--- config.mk ---
export PLATFORM = sky130hd
export DESIGN_NAME = dtb_ram
export DESIGN_NICKNAME = d
export VERILOG_FILES = /design/src/hw/rtl/dtb_ram.sv
export SDC_FILE = /design/constraint.sdc
export NUM_CORES = 1
export LEC_CHECK = 0
export ABC_CLOCK_PERIOD_IN_PS = 5200
export BUFFER_PORTS_ARGS = -buffer_cell sky130_fd_sc_hd__buf_2
export CAP_MARGIN = 25
export CORE_MARGIN = 2
export CORE_UTILIZATION = 38
export DETAILED_ROUTE_END_ITERATION = 16
export HOLD_SLACK_MARGIN = 0.15
export PLACE_DENSITY = 0.54
export SETUP_SLACK_MARGIN = 0.2
export SYNTH_ARGS = -nofsm -noshare
export SYNTH_HDL_FRONTEND = slang
export SYNTH_SLANG_ARGS = --single-unit
--- constraint.sdc ---
create_clock -name clk -period 5.2 [get_ports clk]
set_clock_uncertainty 0.2 [all_clocks]
set_input_delay 1.3 -clock clk [delete_from_list [all_inputs] [get_ports clk]]
set_output_delay 1.3 -clock clk [all_outputs]
set_load 0.01 [all_outputs]
--- src/hw/rtl/dtb_ram.sv ---
// ----------------------------------------------------------------------------
// dtb_ram
// Generic single-write, single-read RAM with registered read data.
// ----------------------------------------------------------------------------
module dtb_ram #(
    parameter int WIDTH = 8,
    parameter int DEPTH = 16
) (
    input  logic                     clk,
    input  logic                     we,
    input  logic [$clog2(DEPTH)-1:0] waddr,
    input  logic [WIDTH-1:0]         wdata,
    input  logic [$clog2(DEPTH)-1:0] raddr,
    output logic [WIDTH-1:0]         rdata
);

    logic [WIDTH-1:0] mem [DEPTH];
    logic [WIDTH-1:0] rd_reg;

    always_ff @(posedge clk)
    begin
        if (we)
        begin
            mem[waddr] <= wdata;
        end
        rd_reg <= mem[raddr];
    end

    assign rdata = rd_reg;

endmodule

==> run_results.csv, run 1 <==
group,metric,value,unit
cells_and_area,utilization,46.47,%
cells_and_area,final_nets,291,
cells_and_area,diodes,0,
worst_setup_path,worstPathRequired,5.12,ns
global_routing,grt_pass1_wl,15.54,mm
timing,drv_slew,0,
cts,cts-root-buf,"clkbuf_16",
timing,hold_viol_final,0,
global_routing,grt_max_degree,33,
placement,dpl_cell_area,0.005474,mm^2
cells_and_area,stdcell_area,0.006153,mm^2
yosys,synth_cell_type_count,19,
power_and_ir_drop,p_per_area,429.0,mW/mm^2
drt,wirelength,10.29,mm
worst_hold_path,min_path_type,"reg2reg",
die,initial_core_util,38.87,%
timing,rsz0062_at_grt,"false",
drt,viasPerCell,5.123,
cts,cts_tree,"done",
cells_and_area,n_fill_cell,1150,
global_routing,grt_pass1_vias,2477,
yosys,synth_fp_nets,247,
drt,ant_nets,0,
global_routing,grt_use_total,15.66,%
yosys,yosysSeqAreaShare,77.78,%
drt,drcViolationCount,0,
cts,cts_buffers,17,
worst_setup_path,crit_path_start,"waddr[2]",
worst_setup_path,worst-path-max-fanout,5,
placement,globalplace.congestion,0.6696,
die,die_w,120.4,um
job,maxCapViolCount,0,
drt,drt_iter0_drc,217,
cts,clkTransAtPathRegs,0.06,ns
run_status,status,"complete, no violations",
worst_setup_path,cp_slowest_cell,"or3b_2",
power_and_ir_drop,p_leak,2.060,nW
cts,ctsHoldBuffers,0,
cells_and_area,final_layout_size_suffix_gt1_share,29.02,%
die,die_area,0.01449,mm^2
worst_setup_path,crit_path_start_kind,"input port",
power_and_ir_drop,p_total,2.640,mW
timing,period_share,53.72,%
cts,cts_sinks,136,
yosys,syn_avg_cell_area,22.48,um^2
cts,cts_resized,0,
placement,dp_worst_setup_slack,1.953,ns
placement,portBuffers,25,
timing,setup_viol,0,
die,ios,26,
power_and_ir_drop,vdd_ir_drop_max,0.2753,mV
cells_and_area,synthToLayoutAreaGrowth,19.54,%
drt,vias,2367,
worst_setup_path,cp_cell_sequence,"buf_2 -> or3b_2 -> nor3_1 -> buf_4",
worst_setup_path,cp-end-kind,"flip-flop",
cts,clock_path_buffers,2,
timing,fmax,358.0,MHz
drt,drt_first_pass_iters,4,
yosys,synth_area,0.005147,mm^2
die,die_y,120.4,um
timing,finalCriticalPeriod,2.794,ns
yosys,syn_inst,229,
worst_setup_path,r2r-start,"mem[0][2]",
timing,maxSlewHeadroom,40.14,%
cts,clk_latency,0.41,ns
timing,setup_slack,2.406,ns
yosys,ys_seq_elements,136,
die,rows,42,
cts,postCtsSetupBuffers,0,
worst_hold_path,hold_start,"mem[6][3]",
timing,tightest_slew,0.8931,ns
cts,h-tree-depth,4,
global_routing,grt_antenna_before_repair,0,
yosys,ys_warn_count,0,
worst_setup_path,arrival,2.71,ns
drt,drt-wirelength-per-cell,22.27,um
placement,dpl.hpwl,6.387,mm
worst_setup_path,slowest_delay,0.51,ns
global_routing,overflow,0,
timing,fin_tns_setup,0,ns
worst_setup_path,critical_path_class,"in2reg",
die,fp.coreArea,0.01324,mm^2
state kept, by name (all words and copies together), names as in the netlist:
register,count
rdata,8
mem,128
metrics by stage:
| stage | hold slack, ns | std cells |
|---|---|---|
| 2_1_floorplan | 0.4293 | 229 |
| 3_3_place_gp | 0.4581 | 421 |
| 3_5_place_dp | 0.4544 | 425 |
| 4_1_cts | 0.4720 | 457 |
| 5_1_grt | 0.5195 | 462 |
| 6_report | 0.4746 | 462 |
final timing paths:
kind	end	slack (ns)	cells past startpoint
worst max-delay path	mem[0][2]	2.41	4
worst max register to register	rdata[2]	3.67	3
worst min-delay path	rdata[3]	0.47	3
worst min register to register	rdata[3]	0.47	3
Yosys cell counts (all sizes together):
cell type | count | share of area, %
nand2 | 9 | 0.66
a22oi | 16 | 2.3
nand3 | 1 | 0.097
and2 | 1 | 0.12
edfxtp | 128 | 75
and2b | 1 | 0.15
nor3 | 4 | 0.39
nor2b | 1 | 0.12
mux4 | 32 | 15
clkdlybuf4s25 | 3 | 0.58
buf | 7 | 1.1
nand2b | 2 | 0.24
or3b | 1 | 0.17
dfxtp | 8 | 3.1
nand3b | 2 | 0.29
nor2 | 13 | 0.95
critical path, delay by kind of cell:
family	cells	cell delay, ns
buf+inv	2	0.39
simple gates	2	1.02
power by group:
part	internal (mW)	switching, mW	total, mW
clock network	0.876	0.417	1.29
logic	0.0467	0.0663	0.113
registers	1.23	0.00784	1.23
cells in the final DEF (no fill, tap or decap):
master / instances
clkbuf_8: 2
buf_6: 2
nand2_1: 9
nor3_1: 2
or3b_2: 1
a22oi_1: 16
and2b_1: 1
mux4_1: 14
buf_4: 7
bufinv_16: 5
clkbuf_1: 5
edfxtp_1: 128
nand3b_1: 2
mux4_2: 18
buf_2: 25
nand3_1: 1
nor3_2: 2
and2_1: 1
buf_12: 1
dfxtp_1: 8
clkinvlp_4: 2
nor2_1: 13
nor2b_1: 1
clkbuf_16: 17
nand2b_1: 2
clkinv_2: 1
cell families after synthesis:
kind of cell,count (synthesis),share of synthesized area [%]
compound gates,16,2.334
buf+inv,10,1.677
flops,136,77.78
mux,32,15.02
simple gates,35,3.184
metal layers:
metal | vias to the layer above | routed length [um] | share of wire [%] | global-route usage [%]
met5 | - | 0 | 0 | 0
met4 | 0 | 105 | 1.0 | 5.451
met3 | 9 | 420 | 4.1 | 4.811
met2 | 57 | 5021 | 49 | 23.66
met1 | 1242 | 4741 | 46 | 21.67
li1 | 1059 | - | - | -
area by class of cell:
cell class,instances,area [um^2],share of cell area (%)
timing repair buffer,35,220.2,3.579
sequential,136,4004,65.07
multi-input combinational,83,1067,17.34
clock buffer,24,471.7,7.666
tap,176,220.2,3.579
clock inverter,8,170.2,2.765
Power figures use the tool's default switching activity.
==> run 2: changes to the inputs <==
Settings changed: ABC_AREA set to 1, ABC_CLOCK_PERIOD_IN_PS 5200 to 2500, PLACE_DENSITY 0.54 to 0.56.
Clock period 5.2 ns to 2.5 ns, I/O delays scaled along.
==> run 2 against run 1 <==
Compared with the run above:
- clock power increased by 84%
- hold slack lost 0.079 ns
- core utilization shrank 2.0 points
- die area increased by 12%
- largest power group is now registers
- register-to-register slack lost 2.4 ns
- non-clock buffer count grew 9
- highest routed layer unchanged
- setup slack worse by 1.7 ns
- critical endpoint is now rdata[4]
- sequential power rose by 110%
==> run_results.csv, run 2 <==
group,metric,value,unit
timing,finalCriticalPeriod,1.779,ns
timing,fin_tns_setup,0,ns
yosys,synth-edff-count,128,
die,die_area,0.01618,mm^2
yosys,synthTopCellsByArea,"edfxtp_1 67%, nand2_1 11%, nand3_1 8.4%",
timing,hold-worst-slack,0.3954,ns
cells_and_area,stdcell_area,0.006690,mm^2
yosys,synthTopCellsByCount,"173 x nand2_1, 128 x edfxtp_1, 100 x inv_1",
timing,setup_slack,0.7206,ns
drt,drt_iter0_drc,441,
cells_and_area,utilization,44.50,%
power_and_ir_drop,p_total,5.248,mW
cells_and_area,top_register,"mem",
yosys,synth_area,0.005767,mm^2
placement,globalplace.congestion,0.8218,
die,initial_core_util,38.36,%
drt,ant_nets,0,
cts,cts_tree,"done",
run_status,status,"complete, no violations",
worst_setup_path,worst-path-buf-inv,1,
timing,maxSlewHeadroom,59.24,%
cells_and_area,final_common_cell,"nand2_1",
worst_setup_path,critical_path_class,"reg2out",
power_and_ir_drop,p_leak,2.887,nW
cells_and_area,diodes,0,
yosys,syn_avg_cell_area,10.47,um^2
worst_setup_path,arrival,0.95,ns
yosys,synth_cell_type_count,12,
cts,postCtsSetupBuffers,0,
cells_and_area,instances_no_fill,791,
cts,cts-root-buf,"clkbuf_16",
cts,clock_path_buffers,2,
timing,tightest_slew,0.6105,ns
drt,viasPerCell,4.697,
cells_and_area,final_layout_size_suffix_gt1_share,12.11,%
placement,portBuffers,25,
cells_and_area,synthToLayoutAreaGrowth,16.01,%
worst_setup_path,crit_path_start,"rdata[4]",
placement,dpl.hpwl,8.040,mm
yosys,yosysMostFrequentCell,"nand2_1",
timing,fmax,562.0,MHz
cts,clkTransAtPathRegs,0.06,ns
drt,drt-wirelength-per-cell,16.75,um
worst_setup_path,cp_slowest_cell,"dfxtp_1",
yosys,ys_seq_elements,136,
drt,drt_first_pass_iters,6,
global_routing,grt_pass1_vias,3713,
placement,dp_worst_setup_slack,0.3734,ns
worst_setup_path,r2r_end,"rdata[0]",
yosys,ys_warn_count,0,
die,fp.coreArea,0.01503,mm^2
cts,cts_buffers,17,
worst_setup_path,worst-path-max-fanout,1,
timing,drv_slew,0,
global_routing,grt_use_total,17.63,%
global_routing,grt_max_degree,65,
yosys,syn_inst,551,
timing,hold_viol_final,0,
yosys,synth_ff_type,"edfxtp_1",
yosys,yosysSeqAreaShare,69.43,%
worst_setup_path,crit_path_start_kind,"flip-flop",
worst_setup_path,crit_end,"rdata[4]",
cts,cts_sinks,136,
die,ios,26,
timing,rsz0062_at_grt,"false",
cts,h-tree-depth,4,
cts,clk_latency,0.41,ns
global_routing,grt_pass1_wl,21.09,mm
cts,ctsHoldBuffers,0,
job,maxCapViolCount,0,
worst_setup_path,rrSetupSlack,1.28,ns
cts,cts_resized,0,
power_and_ir_drop,vdd_ir_drop_max,0.4909,mV
worst_setup_path,r2r-start,"mem[15][0]",
power_and_ir_drop,p_per_area,784.5,mW/mm^2
yosys,yosysTopAreaCell,"edfxtp_1",
worst_setup_path,cp-end-kind,"output port",
worst_setup_path,path_depth,1,
cells_and_area,largest_reg_flops,128,
yosys,synth_top_cell_area_share,66.65,%
worst_setup_path,cp_top_family,"flip-flops",
worst_setup_path,reg2reg_depth,6,
yosys,synth_fp_nets,569,
worst_setup_path,worstPathRequired,1.67,ns
worst_setup_path,slowest_delay,0.38,ns
global_routing,grt_antenna_before_repair,0,
die,die_w,127.2,um
timing,setup_viol,0,
worst_hold_path,min_path_type,"in2reg",
yosys,async_flop_share,0,%
placement,dp.cells,759,
worst_setup_path,cp_cell_sequence,"buf_2",
cells_and_area,final_nets,608,
drt,vias,3715,
global_routing,overflow,0,
die,die_y,127.2,um
drt,drcViolationCount,0,
drt,wirelength,13.25,mm
placement,dpl_cell_area,0.006128,mm^2
die,rows,45,
cells_and_area,final_cell_mix,"173 x nand2_1, 128 x edfxtp_1, 100 x inv_1",
timing,period_share,71.18,%
## run 2: cell types whose count changed after synthesis, moves of 14 or more
| cell | before | now |
|---|---|---|
| a22oi_1 | 16 | 0 |
| inv_1 | 0 | 100 |
| mux4_1 | 14 | 0 |
| mux4_2 | 18 | 0 |
| nand2_1 | 9 | 173 |
| nand3_1 | 1 | 97 |
## run 2: worst min-delay path by stage
stage               depth (start not counted)  slack [ns]        from  endpoint
finish                                      3        0.40    raddr[3]  rdata[7]
global route                                3        0.39    raddr[3]  rdata[6]
CTS                                         3        0.39    raddr[3]  rdata[7]
detailed placement                          6        0.47   mem[9][6]  rdata[6]
global placement                            6        0.46  mem[10][6]  rdata[6]
floorplan                                   6        0.41  mem[10][0]  rdata[0]
## run 2: power by group
part | internal [mW] | total, mW | switching (mW)
sequential | 2.55 | 2.57 | 0.0194
combinational | 0.0905 | 0.314 | 0.223
clock | 1.45 | 2.37 | 0.914
total | 4.09 | 5.25 | 1.16
## run 2: cell families (layout without fill, tap and decap cells)
kind of cell | Yosys count | after routing | synth area share (%)
DFF | 136 | 136 | 69.43
and+or+nand+nor | 289 | 289 | 21.05
buffers and inverters | 126 | 178 | 9.525
## run 2: cell type report
cell class / count / area, um^2
repair buffers: 44 / 292.8
clock inverters: 14 / 132.6
multi-input cells: 289 / 1214
flip-flops and latches: 136 / 4004
clock buffers: 18 / 429.2
inverters: 102 / 382.9
well taps: 188 / 235.2
fillers: 1407 / 8343
## run 2: routing by layer
layer	GRT usage, %	share of wire (%)	vias up
li1	-	-	1849
met1	23.05	45	1778
met2	29.10	49	67
met3	3.518	3.3	21
met4	6.981	2.5	0
met5	0	0	-
